`config.mk`:
```
export PLATFORM = sky130hd
export DESIGN_NAME = gcpa_front
export DESIGN_NICKNAME = d
export VERILOG_FILES = /design/src/rtl/grid_cell_point_accumulator_unit_assert.svh /design/src/rtl/gcpa_pkg.sv /design/src/rtl/gcpa_front.sv
export SDC_FILE = /design/constraint.sdc
export NUM_CORES = 2
export LEC_CHECK = 0
export CAP_MARGIN = 20
export CELL_PAD_IN_SITES_DETAIL_PLACEMENT = 0
export CELL_PAD_IN_SITES_GLOBAL_PLACEMENT = 1
export CORE_MARGIN = 3
export CORE_UTILIZATION = 45
export DETAILED_ROUTE_END_ITERATION = 10
export DONT_BUFFER_PORTS = 1
export GPL_TIMING_DRIVEN = 0
export PLACE_DENSITY = 0.79
export SYNTH_ARGS = -nofsm -noshare
export SYNTH_HDL_FRONTEND = slang
export SYNTH_SLANG_ARGS = --single-unit
```
`constraint.sdc`:
```
create_clock -name clk_i -period 19.1 [get_ports clk_i]
set_input_delay 3.82 -clock clk_i [delete_from_list [all_inputs] [get_ports clk_i]]
set_output_delay 3.82 -clock clk_i [all_outputs]
set_load 0.05 [all_outputs]
```
`src/rtl/grid_cell_point_accumulator_unit_assert.svh`:
```
// assertion macros for the grid cell accumulator rtl
// depends on nothing; included by modules that assert
`ifndef GRID_CELL_POINT_ACCUMULATOR_UNIT_ASSERT_SVH
`define GRID_CELL_POINT_ACCUMULATOR_UNIT_ASSERT_SVH
// property that holds at every clock edge outside reset
`define GCPA_ASSERT(lbl, clk, rstn, prop) \
  lbl: assert property (@(posedge clk) disable iff (!rstn) (prop)) \
    else $error("assertion failed");
// implication whose consequent is checked in the cycle after the antecedent
`define GCPA_ASSERT_NEXT(lbl, clk, rstn, ante, cons) \
  lbl: assert property (@(posedge clk) disable iff (!rstn) (ante) |=> (cons)) \
    else $error("assertion failed");
`endif

```
`src/rtl/gcpa_pkg.sv`:
```
// shared types and constants of the grid cell point accumulator
// no dependencies
`timescale 1ns / 1ps
package gcpa_pkg;
  localparam int unsigned RowsLog2Def = 8;
  localparam int unsigned ColsLog2Def = 8;
  localparam int unsigned FifoDepth   = 2;

  typedef enum logic [1:0] {
    ActAdd   = 2'd0,
    ActSweep = 2'd1,
    ActClear = 2'd2,
    ActNone  = 2'd3
  } action_e;

  typedef enum logic [2:0] {
    RegOriginValid = 3'd0,
    RegOriginX     = 3'd1,
    RegOriginY     = 3'd2,
    RegShiftX      = 3'd3,
    RegShiftY      = 3'd4,
    RegCellSize    = 3'd5,
    RegIgnoreRad   = 3'd6
  } reg_e;

  // classified item from the front to the back
  typedef struct packed {
    action_e     act;
    logic        hit;      // cell inside grid and outside ignore radius
    logic        selected;
    logic [19:0] cidx;     // wide enough for the largest grid
    logic [31:0] px;
    logic [31:0] py;
    logic [31:0] zq;
  } job_t;

  typedef enum logic [3:0] {
    BkIdle, BkClear, BkRead, BkMul, BkDivM, BkVar, BkDivV, BkSqrt, BkWrite, BkOut
  } bk_state_e;
endpackage

```
`src/rtl/gcpa_front.sv`:
```
// front: register file, point binning with iterative divide, classification
// depends on gcpa_pkg
`timescale 1ns / 1ps
module gcpa_front import gcpa_pkg::*; #(
  parameter int unsigned RowsLog2 = RowsLog2Def,
  parameter int unsigned ColsLog2 = ColsLog2Def
) (
  input  logic        clk_i,
  input  logic        rst_ni,
  input  logic        cfg_we_i,
  input  logic [2:0]  cfg_index_i,
  input  logic [31:0] cfg_data_i,
  input  logic        push_i,
  output logic        full_o,
  input  logic [1:0]  action_i,
  input  logic [31:0] point_x_i,
  input  logic [31:0] point_y_i,
  input  logic [23:0] point_z_i,
  input  logic        selected_i,
  output logic        job_valid_o,
  input  logic        job_ready_i,
  output job_t        job_o
);
  localparam int unsigned Cols = 1 << ColsLog2;
  localparam int unsigned Rows = 1 << RowsLog2;

  logic        org_valid_q;
  logic [31:0] org_x_q, org_y_q;
  logic [8:0]  shx_q, shy_q;
  logic [15:0] csize_q, irad_q;

  always_ff @(posedge clk_i or negedge rst_ni) begin
    if (!rst_ni) begin
      org_valid_q <= 1'b0; org_x_q <= '0; org_y_q <= '0;
      shx_q <= '0; shy_q <= '0; csize_q <= 16'd250; irad_q <= '0;
    end else if (cfg_we_i) begin
      unique case (reg_e'(cfg_index_i))
        RegOriginValid: org_valid_q <= cfg_data_i[0];
        RegOriginX:     org_x_q     <= cfg_data_i;
        RegOriginY:     org_y_q     <= cfg_data_i;
        RegShiftX:      shx_q       <= cfg_data_i[8:0];
        RegShiftY:      shy_q       <= cfg_data_i[8:0];
        RegCellSize:    csize_q     <= cfg_data_i[15:0];
        RegIgnoreRad:   irad_q      <= cfg_data_i[15:0];
        default: ;
      endcase
    end
  end

  // both axes divided in parallel, one quotient bit per cycle
  logic        busy_q, done_q;
  logic [5:0]  cnt_q;
  logic [32:0] nx_q, ny_q;     // magnitudes of offsets
  logic        sx_q, sy_q;
  logic [32:0] rx_q, ry_q;
  logic [32:0] qx_q, qy_q;
  job_t        j_q;
  logic [15:0] dv;
  logic [32:0] rxs, rys;
  logic signed [33:0] offx, offy;
  logic signed [35:0] xc, yc, dr, dc;
  logic [71:0] rsq;
  logic hit_c;
  logic [RowsLog2+ColsLog2-1:0] cell_c;

  assign dv   = (csize_q == 16'd0) ? 16'd1 : csize_q;
  assign offx = 34'(signed'(point_x_i)) - 34'(signed'(org_x_q));
  assign offy = 34'(signed'(point_y_i)) - 34'(signed'(org_y_q));
  assign rxs  = {rx_q[31:0], nx_q[32]};
  assign rys  = {ry_q[31:0], ny_q[32]};

  assign full_o = busy_q | done_q;

  always_ff @(posedge clk_i or negedge rst_ni) begin
    if (!rst_ni) begin
      busy_q <= 1'b0; done_q <= 1'b0; cnt_q <= '0;
    end else begin
      if (push_i && !full_o) begin
        j_q.act      <= action_e'(action_i);
        j_q.selected <= selected_i;
        j_q.px       <= point_x_i;
        j_q.py       <= point_y_i;
        j_q.zq       <= {point_z_i, 8'd0};
        j_q.hit      <= 1'b0;
        j_q.cidx     <= '0;
        nx_q <= offx[33] ? 33'(-offx) : offx[32:0];
        ny_q <= offy[33] ? 33'(-offy) : offy[32:0];
        sx_q <= offx[33]; sy_q <= offy[33];
        rx_q <= '0; ry_q <= '0; qx_q <= '0; qy_q <= '0;
        cnt_q <= 6'd0;
        if (action_e'(action_i) == ActAdd && org_valid_q) busy_q <= 1'b1;
        else done_q <= 1'b1;
      end else if (busy_q) begin
        if (cnt_q == 6'd33) begin
          busy_q <= 1'b0;
          done_q <= 1'b1;
          j_q.hit  <= hit_c;
          j_q.cidx <= 20'(cell_c);
        end else begin
          cnt_q <= cnt_q + 6'd1;
          nx_q  <= {nx_q[31:0], 1'b0};
          ny_q  <= {ny_q[31:0], 1'b0};
          if (rxs >= 33'(dv)) begin
            rx_q <= rxs - 33'(dv); qx_q <= {qx_q[31:0], 1'b1};
          end else begin
            rx_q <= rxs; qx_q <= {qx_q[31:0], 1'b0};
          end
          if (rys >= 33'(dv)) begin
            ry_q <= rys - 33'(dv); qy_q <= {qy_q[31:0], 1'b1};
          end else begin
            ry_q <= rys; qy_q <= {qy_q[31:0], 1'b0};
          end
        end
      end else if (done_q && job_ready_i) begin
        done_q <= 1'b0;
      end
    end
  end

  // coordinate checks once quotients are ready
  always_comb begin
    xc = (sx_q ? -36'(qx_q) : 36'(qx_q)) + 36'(Cols / 2) + 36'(signed'(shx_q));
    yc = (sy_q ? -36'(qy_q) : 36'(qy_q)) + 36'(Rows / 2) + 36'(signed'(shy_q));
    dc = xc - 36'(Cols / 2);
    dr = yc - 36'(Rows / 2);
    rsq = 72'(signed'(dr[11:0]) * signed'(dr[11:0]))
        + 72'(signed'(dc[11:0]) * signed'(dc[11:0]));
    hit_c = !xc[35] && xc < 36'(Cols) && !yc[35] && yc < 36'(Rows) && rsq >= 72'(irad_q);
    cell_c = {yc[RowsLog2-1:0], xc[ColsLog2-1:0]};
  end

  assign job_valid_o = done_q;
  assign job_o       = j_q;
endmodule

```
==> metrics.md <==
| Metric | Value |
|---|---|
| Post-route non-filler standard cell count | 5757 |
| CP endpoint kind | flop |
| # DRC | 0 |
| Status | finished, final reports clean |
| Achievable clock frequency | 70.3 MHz |
| Nets@finish | 5316 |
| Max stage delay cell, worst path | xnor2_1 |
| Area of the multi-input gates | 26100 um2 |
| Area growth syn-to-layout | 8.47% |
| Seq/Total Area, Yosys | 30.1% |
| Vias in the first global route | 31800 |
| Post-Route Setup TNS | 0 ns |
| First-pass GRT wire length | 180000 um |
| Hold Startpoint | irad_q[5] |
| CP bufs+invs | 11 |
| Row cnt | 110 |
| Cells on Worst Hold Path | 1 |
| CP max FO | 11 |
| Top Family by Delay on Critical Path | adder cells |
| WP data required | 19.59 ns |
| H-Tree Depth | 2 |
| Unrepaired setup endpoints after global routing | no |
| Clk slew on worst S/H paths | 0.06 ns |
| PnR worst setup slack | 4.88 ns |
| Sink Count | 433 |
| Iter 0 DRT Violations | 1859 |
| DR WL/cell | 19.9 um |
| Share of post-route cells with drive strength above 1 | 4.83% |
| Main synth FF type | edfxtp_1 |
| Hold Vio Cnt, Final | 0 |
| Startpoint Class | flop |
| Reg2reg setup slack | 4.88 ns |
| WL final | 114000 um |
| Place WS | 4.51 ns |
| Worst r2r src | sx_q |
| Die width | 309 um |
| DR pass1 iterations | 5 |
| # setup viols final | 0 |
| Cell Area, Synth | 41200 um2 |
| Most used cell, CP | fa_1 |
| CTS resizes | 0 |
| Routed vias | 32200 |
| Register bit total from synthesis | 433 |
| Yosys cell types | 86 |
| CP arrival | 14.71 ns |
| Grt total ovfl | 0 |
| Clock Latency Late Sink | 0.67 ns |
| Total CTS buffers | 51 |
| Register area | 12400 um2 |
| Number of fillers in the final layout | 8511 |
| Async SR Flop Fraction | 28.4% |
| Io pins | 253 |
| Initial antenna violation count | 4 |
| Port Buffer Count | 0 |
| Hold WC Path Type | flop to flop |
| Fin crit period | 14.22 ns |
| Vias/cell | 5.60 |
| Max capacitance violation total | 0 |
| Worst reg2reg path endpoint | job_o[117] |
| Hold Path End | irad_q[5] |
| Initial Util | 45.6% |
| Max Buffers Root-to-Sink | 3 |
| Final period util | 74.4% |
| CTS tree | done |
| Die span in y | 309 um |
| Root Buffer | clkbuf_16 |
| Postcts setup bufs | 0 |
| Setup Skew | 0.0513 ns |
| Placed insts | 5656 |
| Mapped Cells | 4463 |
| # hold bufs at CTS | 0 |
| Core box area | 90400 um2 |
| Gr usage total | 24.1% |
| Die ar. | 95300 um2 |
| Routed Antenna Nets | 0 |
| Largest net degree at the start of global routing | 277 |
| Number of synthesized flops with an enable pin | 310 |
| YS warnings | 0 |
| Setup CP Type | flop to flop |
| Actual slew at the worst max-slew pin | 1.15 ns |
| Hpwl dp | 92000 um |
| RD Place Congestion | 0.904 |
| Number of max-slew violations in the final report | 0 |
| Slew HR | 22.5% |
| Worst reg-to-reg path cell count | 47 |
| Critical path's largest stage delay | 0.90 ns |
| Mapped Avg Cell Area | 9.24 um2 |
==> logic make-up after synthesis <==
| kind of cell | Yosys count | share of synthesized area [%] |
|---|---|---|
| multiplexers | 81 | 2.14 |
| AO/OA/AOI/OAI | 929 | 14.2 |
| flip-flops | 433 | 30.1 |
| adder cells (fa/ha/maj) | 649 | 25.1 |
| AND/OR/NAND/NOR | 1347 | 15.5 |
| other | 1 | 0.00909 |
| XOR/XNOR | 295 | 6.26 |
| buffers and inverters | 728 | 6.71 |
==> registers in the layout, summed over array words and instances (netlist names), 6 cells and up <==
name     flops
qx_q        33
org_y_q     32
ny_q        33
csize_q     16
irad_q      16
org_x_q     32
job_o      112
nx_q        33
shy_q        9
cnt_q        6
qy_q        33
ry_q        32
rx_q        32
shx_q        9
==> Yosys cell counts (45+ instances only) <==
cell type | number | area [um2]
nand3_1 | 176 | 881
inv_1 | 552 | 2070
clkbuf_1 | 148 | 556
nand2_1 | 483 | 1810
dfrtp_1 | 117 | 2930
nor3_1 | 76 | 380
mux2_2 | 58 | 653
a21o_1 | 64 | 480
nor2_1 | 272 | 1020
a21oi_1 | 193 | 966
nand2b_1 | 45 | 282
xnor2_1 | 175 | 1530
fa_1 | 297 | 5950
edfxtp_1 | 310 | 9310
xor2_1 | 120 | 1050
ha_1 | 352 | 4400
o21ai_0 | 332 | 1660
==> worst reg2reg max path: cells and delay by family, from the launching register on <==
family / cells / cell delay (ns)
buffers and inverters: 11 / 2.68
AOI/OAI and AO/OA: 8 / 2.11
adders and majority gates: 13 / 5.66
DFF: 1 / 0.40
xor gates and xnor gates: 3 / 1.27
and+or+nand+nor: 12 / 1.94
==> cell usage in the layout (no fill, tap or decap), types with 25 or more instances in the layout <==
cell       Yosys  final
a211oi_1      26     26
inv_1        552    552
o21ai_0      332    332
xnor2_1      175    175
ha_1         352    352
clkbuf_16      0     51
o21a_1        33     33
nor3_1        76     76
o31ai_1       36     36
and2_1        30     29
nand3_1      176    176
and3_1        32     32
nor2b_1       37     37
xor2_1       120    120
a31oi_1       41     41
nand2_1      483    483
fa_1         297    297
nand4_1       43     43
dfrtp_1      117    117
nand2b_1      45     45
a21o_1        64     64
o211ai_1      25     25
edfxtp_1     310    310
mux2_2        58     58
a21oi_1      193    193
clkbuf_1     148    156
nor2_1       272    272
==> layer usage <==
metal / global-route usage (%) / up-vias / part of all wire [%]
met5: 0 / - / 0.011
li1: - / 15600 / -
met3: 4.46 / 151 / 6.5
met4: 6.46 / 2 / 2.8
met1: 32.4 / 15600 / 44
met2: 40.2 / 875 / 47
==> final cells by class <==
cell class | count | area share [%]
diodes | 2 | 0.0112
plain buffers | 169 | 1.50
clock buffers | 61 | 2.98
clock inverters | 35 | 0.971
inverters | 559 | 4.69
multi-input cells | 3309 | 58.4
flip-flops and latches | 433 | 27.7
well taps | 1176 | 3.29
repair buffers | 13 | 0.456
==> metrics by stage <==
| step | area [um2] | util [%] | hold WS, ns |
|---|---|---|---|
| 4_1_cts | 44700 | 49.4 | 0.506 |
| 3_5_place_dp | 42900 | 47.5 | 0.493 |
| 3_3_place_gp | 42700 | 47.3 | 0.489 |
| 2_1_floorplan | 41300 | - | 0.479 |
| 6_report | 44700 | 49.5 | 0.502 |
| 5_1_grt | 44700 | 49.5 | 0.511 |
==> worst max path at each step <==
| stage | startpoint | to | slack (ns) | depth (start not counted) |
|---|---|---|---|---|
| floorplan | qx_q[3] | job_o[117] | 8.04 | 43 |
| detailed placement | sx_q | job_o[117] | 4.51 | 46 |
| global placement | sx_q | job_o[117] | 4.55 | 46 |
| CTS | sx_q | job_o[117] | 4.41 | 46 |
| global route | sx_q | job_o[117] | 4.07 | 47 |
| finish | sx_q | job_o[117] | 4.88 | 47 |
Power is not shown: default switching activity piles up to over one toggle a cycle in this logic, so the estimate is an artifact.
