===== config.mk =====
export PLATFORM = sky130hd
export DESIGN_NAME = gcpa_queue
export DESIGN_NICKNAME = d
export VERILOG_FILES = /design/src/rtl/grid_cell_point_accumulator_unit_assert.svh /design/src/rtl/gcpa_pkg.sv /design/src/rtl/gcpa_queue.sv
export SDC_FILE = /design/constraint.sdc
export NUM_CORES = 1
export LEC_CHECK = 0
export BUFFER_PORTS_ARGS = -buffer_cell sky130_fd_sc_hd__buf_2
export CORE_MARGIN = 1.5
export CORE_UTILIZATION = 40
export DETAILED_ROUTE_END_ITERATION = 6
export PLACE_DENSITY_LB_ADDON = 0.12
export SLEW_MARGIN = 5
export SYNTH_ARGS = -nofsm -noshare
export SYNTH_HDL_FRONTEND = slang
export SYNTH_SLANG_ARGS = --single-unit

===== constraint.sdc =====
create_clock -name clk_i -period 6.9 [get_ports clk_i]
set_input_delay 1.38 -clock clk_i [delete_from_list [all_inputs] [get_ports clk_i]]
set_output_delay 1.38 -clock clk_i [all_outputs]
set_load 0.005 [all_outputs]

===== src/rtl/grid_cell_point_accumulator_unit_assert.svh =====
// assertion macros for the grid cell accumulator rtl
// depends on nothing; included by modules that assert
`ifndef GRID_CELL_POINT_ACCUMULATOR_UNIT_ASSERT_SVH
`define GRID_CELL_POINT_ACCUMULATOR_UNIT_ASSERT_SVH
// property that holds at every clock edge outside reset
`define GCPA_ASSERT(lbl, clk, rstn, prop) \
  lbl: assert property (@(posedge clk) disable iff (!rstn) (prop)) \
    else $error("assertion failed");
// implication whose consequent is checked in the cycle after the antecedent
`define GCPA_ASSERT_NEXT(lbl, clk, rstn, ante, cons) \
  lbl: assert property (@(posedge clk) disable iff (!rstn) (ante) |=> (cons)) \
    else $error("assertion failed");
`endif


===== src/rtl/gcpa_pkg.sv =====
// shared types and constants of the grid cell point accumulator
// no dependencies
`timescale 1ns / 1ps
package gcpa_pkg;
  localparam int unsigned RowsLog2Def = 8;
  localparam int unsigned ColsLog2Def = 8;
  localparam int unsigned FifoDepth   = 2;

  typedef enum logic [1:0] {
    ActAdd   = 2'd0,
    ActSweep = 2'd1,
    ActClear = 2'd2,
    ActNone  = 2'd3
  } action_e;

  typedef enum logic [2:0] {
    RegOriginValid = 3'd0,
    RegOriginX     = 3'd1,
    RegOriginY     = 3'd2,
    RegShiftX      = 3'd3,
    RegShiftY      = 3'd4,
    RegCellSize    = 3'd5,
    RegIgnoreRad   = 3'd6
  } reg_e;

  // classified item from the front to the back
  typedef struct packed {
    action_e     act;
    logic        hit;      // cell inside grid and outside ignore radius
    logic        selected;
    logic [19:0] cidx;     // wide enough for the largest grid
    logic [31:0] px;
    logic [31:0] py;
    logic [31:0] zq;
  } job_t;

  typedef enum logic [3:0] {
    BkIdle, BkClear, BkRead, BkMul, BkDivM, BkVar, BkDivV, BkSqrt, BkWrite, BkOut
  } bk_state_e;
endpackage


===== src/rtl/gcpa_queue.sv =====
// short queue between front and back
// depends on gcpa_pkg
`timescale 1ns / 1ps
module gcpa_queue import gcpa_pkg::*; (
  input  logic clk_i,
  input  logic rst_ni,
  input  logic in_valid_i,
  output logic in_ready_o,
  input  job_t in_i,
  output logic out_valid_o,
  input  logic out_ready_i,
  output job_t out_o
);
  job_t mem_q [FifoDepth];
  logic wp_q, rp_q;
  logic [1:0] n_q;
  logic wr, rd;
  assign in_ready_o  = n_q != 2'd2;
  assign out_valid_o = n_q != 2'd0;
  assign out_o = mem_q[rp_q];
  assign wr = in_valid_i && in_ready_o;
  assign rd = out_valid_o && out_ready_i;
  always_ff @(posedge clk_i) if (wr) mem_q[wp_q] <= in_i;
  always_ff @(posedge clk_i or negedge rst_ni) begin
    if (!rst_ni) begin
      wp_q <= 1'b0; rp_q <= 1'b0; n_q <= '0;
    end else begin
      if (wr) wp_q <= ~wp_q;
      if (rd) rp_q <= ~rp_q;
      n_q <= n_q + {1'b0, wr} - {1'b0, rd};
    end
  end
endmodule


==> run_results.csv, run 1 <==
group,metric,value,unit
route,drt_wl_total,17.3,mm
cts,cts_buffer_depth,3,
sta,max_freq,234,MHz
critical_path,worst-r2r-cell-count,5,
layout,layout.nets,780,
synth,synth_area_per_cell,22.8,um2
critical_path,path_cells,"buf_4 > mux2_2 > buf_2",
sta,rsz0062_at_grt,"no",
power_and_ir_drop,leakagePower,4.18,nW
hold_path,hold_path_startpoint,"n_q[0]$_DFF_PN0_",
critical_path,crit_slowest_cell,"dfrtp_4",
hold_path,hp-class,"reg -> reg",
critical_path,r2r_start,"n_q[1]$_DFF_PN0_",
synth,netlist_area,0.00888,mm2
sta,setup_violations,0,
placement,place_congestion,0.743,
sta,final.period_utilization,0.619,
global_route,grt_use_total,0.147,
critical_path,reg2reg_to,"mem_q[0][15]$_DFFE_PP_",
floorplan,dieArea,0.0231,mm2
route,drtPass1Iterations,4,
global_route,grt_max_degree,70,
cts,cts_tree,"built",
sta,min_period,4.27,ns
cts,numCtsBuffers,26,
floorplan,fp.dieW,152,um
layout,stdcell_count,955,
synth,ys_seq_area_frac,0.823,
route,drc,0,
synth,synth_cell_types,16,
placement,placed_cells,906,
critical_path,critPathMaxFanout,68,
critical_path,crit_buf_inv,2,
critical_path,reg2reg_slack,4.24,ns
floorplan,die_y,152,um
route,viasPerCell,4.76,
route,wl_per_cell,18.1,um
cts,cts_resized,0,
layout,syn_to_final_growth,26.2,%
power_and_ir_drop,ir_worst_vdd,248,uV
hold_path,holdPathStages,1,
critical_path,worstPathArrival,2.89,ns
critical_path,slowest_delay,1.04,ns
synth,yosys_warnings,0,
placement,hpwlAfterDp,11.2,mm
power_and_ir_drop,power,0.00466,W
global_route,overflow,0,
critical_path,crit_required,5.52,ns
floorplan,pin_count,246,
sta,tns,0,ns
hold_path,hold_path_end,"n_q[0]$_DFF_PN0_",
cts,htree_num_levels,1,
critical_path,path_class,"reg -> out",
critical_path,endpoint_kind,"output port",
synth,syn_inst,390,
sta,tightest_slew,1.00,ns
layout,fin_util,0.514,
critical_path,crit_family,"flip-flops",
synth,synth_top_area_cell,"edfxtp_1",
outcome,status,"finished clean",
floorplan,initial_core_util,0.407,
route,drt_iter0_markers,144,
route,postRouteAntennaNets,0,
sta,maxSlewViolCount,0,
route,num_vias,4548,
placement,io_buffers,245,
sta,skew,0.0107,ns
floorplan,rows,54,
layout,drive_gt1_frac,0.610,
global_route,grt_first_pass_wirelength,26.4,mm
cts,clk_pin_slew_worst_paths,0.06,ns
cts,clk_latency,0.52,ns
synth,synth-seq-cells,244,
cts,cts_num_sinks,244,
sta,relSlewSlack,0.333,
layout,fillCellCount,1820,
synth,syn_nets,516,
layout,multi_input_area,0.00146,mm2
global_route,grt_pass1_vias,4851,
critical_path,startpoint_type,"flip-flop",
synth,synth_area_leaders,"edfxtp_1, mux2_2, buf_6, dfrtp_1, xnor2_1",
global_route,antenna_found_initial,3,
synth,yosysTopAreaCellShare,0.812,
sta,final_hold_viol_count,0,
layout,final-seq-area,0.00731,mm2
power_and_ir_drop,p_per_area,416,mW/mm2
cts,cts_setup_buffers,0,
flow_run,maxCapViolCount,0,
cts,ctsHoldBuffers,0,
floorplan,core_area,0.0218,mm2
cts,clock-root-buffer,"clkbuf_16",
Yosys cell counts (all sizes together):
master	n
and2	1
and3	1
buf	13
dfrtp	4
edfxtp	240
ha	2
inv	1
mux2	120
nand2	1
nand2b	1
nor2	1
or2	1
xnor2	3
xor2	1
cell families (layout without fill, tap and decap cells):
kind of cell             count (synthesis)  in the layout  synth area share
AND/OR/NAND/NOR                          6              6           0.00367
adder cells (fa/ha/maj)                  2              2           0.00282
XOR/XNOR                                 4              4           0.00395
other                                    0              1                 0
multiplexers                           120            120             0.152
buffers and inverters                   14            298            0.0144
flip-flops                             244            244             0.823
sequential cells by signal (all words and copies together), names as in the netlist:
signal	cells
mem_q	240
rp_q	1
wp_q	1
n_q	2
metrics by stage:
stage	instance area (um2)	hold slack, ns	setup slack, ns
6_report	11200	0.518	2.63
5_1_grt	11200	0.551	2.44
4_1_cts	11200	0.526	2.53
3_5_place_dp	10400	0.513	3.09
3_3_place_gp	10400	0.498	3.14
2_1_floorplan	8880	0.479	1.86
worst reg2reg max path, stage by stage (launching register included):
cell      delay, ns
dfrtp_1        0.40
nand2b_1       0.12
nand2_1        0.15
nor2_4         0.10
buf_4          0.55
buf_4          0.89
placed cells by master, fill, tap and decap left out, drive strengths merged:
cell type / netlist / final
dfrtp: 4 / 4
nor2: 1 / 1
xnor2: 3 / 3
and3: 1 / 1
clkbuf: 0 / 33
diode: 0 / 1
ha: 2 / 2
buf: 13 / 249
bufinv: 0 / 2
xor2: 1 / 1
and2: 1 / 1
clkinv: 0 / 12
nand2: 1 / 1
nand2b: 1 / 1
or2: 1 / 1
clkinvlp: 0 / 1
inv: 1 / 1
mux2: 120 / 120
edfxtp: 240 / 240
final cells by class:
cell class	count	area share
antenna	1	0.000223
inverter	1	0.000335
multi-input combinational	132	0.130
clock inverter	15	0.0116
tap	280	0.0313
sequential	244	0.652
clock buffer	33	0.0623
timing repair buffer	249	0.112
where the power goes:
group / leakage, nW / internal (W) / switching, W
registers: 2.27 / 0.00203 / 0.000151
logic: 1.50 / 0.000594 / 0.000558
clock network: 0.406 / 0.000790 / 0.000540
total: 4.18 / 0.00342 / 0.00125
routing by layer:
metal	GRT usage	vias to the layer above	share of wire
li1	-	2089	-
met1	0.178	2245	0.40
met2	0.246	171	0.49
met3	0.0462	39	0.077
met4	0.0536	4	0.028
met5	0	-	0.0016
worst max-delay path by stage:
stage / from / depth (start not counted) / endpoint / slack (ns)
finish: rp_q$_DFFE_PN0P_ / 3 / out_o[71] / 2.63
global route: rp_q$_DFFE_PN0P_ / 3 / out_o[49] / 2.44
CTS: rp_q$_DFFE_PN0P_ / 3 / out_o[112] / 2.53
detailed placement: rp_q$_DFFE_PN0P_ / 3 / out_o[76] / 3.09
global placement: rp_q$_DFFE_PN0P_ / 3 / out_o[76] / 3.14
floorplan: in_valid_i / 2 / mem_q[0][0]$_DFFE_PP_ / 1.86
No activity file was read; power rests on OpenSTA's default activity.
==> inputs of run 2 (changes only) <==
- clock period: 6.9 -> 3.5 ns (I/O delays scaled with it)
==> run_results.csv, run 2 (synthesized netlist as in run 1, its figures left out) <==
group,metric,value,unit
sta,final.period_utilization,0.820,
global_route,grt-busiest-layer,"met2",
placement,hpwlAfterDp,11.3,mm
route,drtPass1Iterations,4,
critical_path,slowest_delay,0.80,ns
hold_path,hp-class,"in -> reg",
floorplan,fp.dieW,152,um
sta,final_hold_viol_count,0,
global_route,grt_max_degree,64,
global_route,use_met3,0.0556,
cts,clock-root-buffer,"clkbuf_16",
critical_path,worstPathArrival,2.17,ns
critical_path,critPathMaxFanout,38,
route,num_vias,4488,
cts,cts_setup_buffers,0,
floorplan,pin_count,246,
route,viasPerCell,4.71,
power_and_ir_drop,leakagePower,4.17,nW
sta,skew,0.00842,ns
route,drt_iter0_markers,157,
sta,relSlewSlack,0.404,
sta,maxSlewViolCount,0,
layout,largest-register,"mem_q",
outcome,status,"finished clean",
power_and_ir_drop,p_per_area,807,mW/mm2
critical_path,crit_family,"flip-flops",
critical_path,startpoint_type,"flip-flop",
layout,fillCellCount,1856,
route,wl_per_cell,17.8,um
cts,htree_num_levels,1,
critical_path,path_cells,"buf_4 > mux2_2 > buf_2",
global_route,grt_pass1_vias,4859,
cts,cts_buffer_depth,3,
sta,max_freq,348,MHz
power_and_ir_drop,ir_worst_vdd,428,uV
sta,setup_violations,0,
cts,cts_tree,"built",
floorplan,initial_core_util,0.407,
cts,ctsHoldBuffers,1,
cts,numCtsBuffers,27,
route,postRouteAntennaNets,0,
sta,rsz0062_at_grt,"no",
cts,clk_latency,0.51,ns
sta,tightest_slew,0.895,ns
global_route,gr-usage-met2,0.242,
layout,fin_util,0.513,
global_route,grt_use_met1,0.174,
critical_path,path_class,"reg -> out",
layout,largest_reg_flops,240,
floorplan,core_area,0.0218,mm2
layout,drive_gt1_frac,0.607,
route,drc,0,
critical_path,crit_required,2.80,ns
global_route,antenna_found_initial,5,
critical_path,endpoint_kind,"output port",
layout,layout_commonest_cell,"buf_2",
cts,clk_pin_slew_worst_paths,0.06,ns
flow_run,maxCapViolCount,0,
route,drt_wl_total,17.0,mm
critical_path,crit_slowest_cell,"dfrtp_4",
layout,reg.largest.list,"mem_q (240), n_q (2)",
placement,io_buffers,245,
critical_path,crit_buf_inv,2,
layout,layout.nets,785,
cts,cts_num_sinks,244,
global_route,grt_first_pass_wirelength,26.2,mm
sta,min_period,2.87,ns
placement,place_congestion,0.730,
floorplan,rows,54,
sta,hold_slack,0.372,ns
cts,cts_resized,0,
floorplan,die_y,152,um
global_route,grt_use_total,0.144,
layout,layout_common_cells,"buf_2, edfxtp_1, mux2_2, clkbuf_16, clkbuf_1",
layout,syn_to_final_growth,26.1,%
global_route,overflow,0,
floorplan,dieArea,0.0231,mm2
sta,tns,0,ns
-- run 2: cell type report --
| cell class | count | area, um2 | share of cell area |
|---|---|---|---|
| diodes | 1 | 2.50 | 0.000224 |
| clock buffers | 34 | 702 | 0.0627 |
| clock inverters | 8 | 40.0 | 0.00358 |
| inverters | 1 | 3.75 | 0.000335 |
| multi-input cells | 132 | 1460 | 0.130 |
| flip-flops and latches | 244 | 7310 | 0.653 |
| well taps | 280 | 350 | 0.0313 |
| repair buffers | 253 | 1330 | 0.119 |
-- run 2: stage by stage --
stage	setup slack [ns]	area [um2]	std cells	power, W
after CTS	0.567	11200	952	0.00917
final	0.630	11200	953	0.00903
after global placement	1.15	10400	909	0.00669
after floorplan	0.477	8890	390	0.00572
after detailed placement	1.12	10400	909	0.00675
after global routing	0.473	11200	952	0.00951
-- run 2: worst reg2reg max path: stages, from the launching register on --
cell	delay (ns)
dfrtp_1	0.40
nand2b_1	0.13
and3_4	0.55
buf_4	0.52
-- run 2: power by group --
group,leakage [nW],switching (W),internal (W)
Sequential,2.27,0.000234,0.00400
Combinational,1.53,0.00117,0.00123
Clock,0.366,0.00100,0.00140
-- run 2: routing by layer --
metal / wire [um] / vias up
met5: 31 / -
met4: 309 / 4
met3: 1580 / 32
met2: 8280 / 179
met1: 6770 / 2186
li1: - / 2087
-- run 2: path summary, 6_finish.rpt --
kind	start	end	slack, ns	cells past startpoint
min	in_i[53]	mem_q[0][53]$_DFFE_PP_	0.37	1
max in group asynchronous	rst_ni	rp_q$_DFFE_PN0P_	2.83	2
max	rp_q$_DFFE_PN0P_	out_o[76]	0.63	3
max reg2reg	n_q[1]$_DFF_PN0_	mem_q[1][52]$_DFFE_PP_	1.52	3
min in group asynchronous	rst_ni	n_q[0]$_DFF_PN0_	0.53	2
min reg2reg	n_q[0]$_DFF_PN0_	n_q[0]$_DFF_PN0_	0.53	1
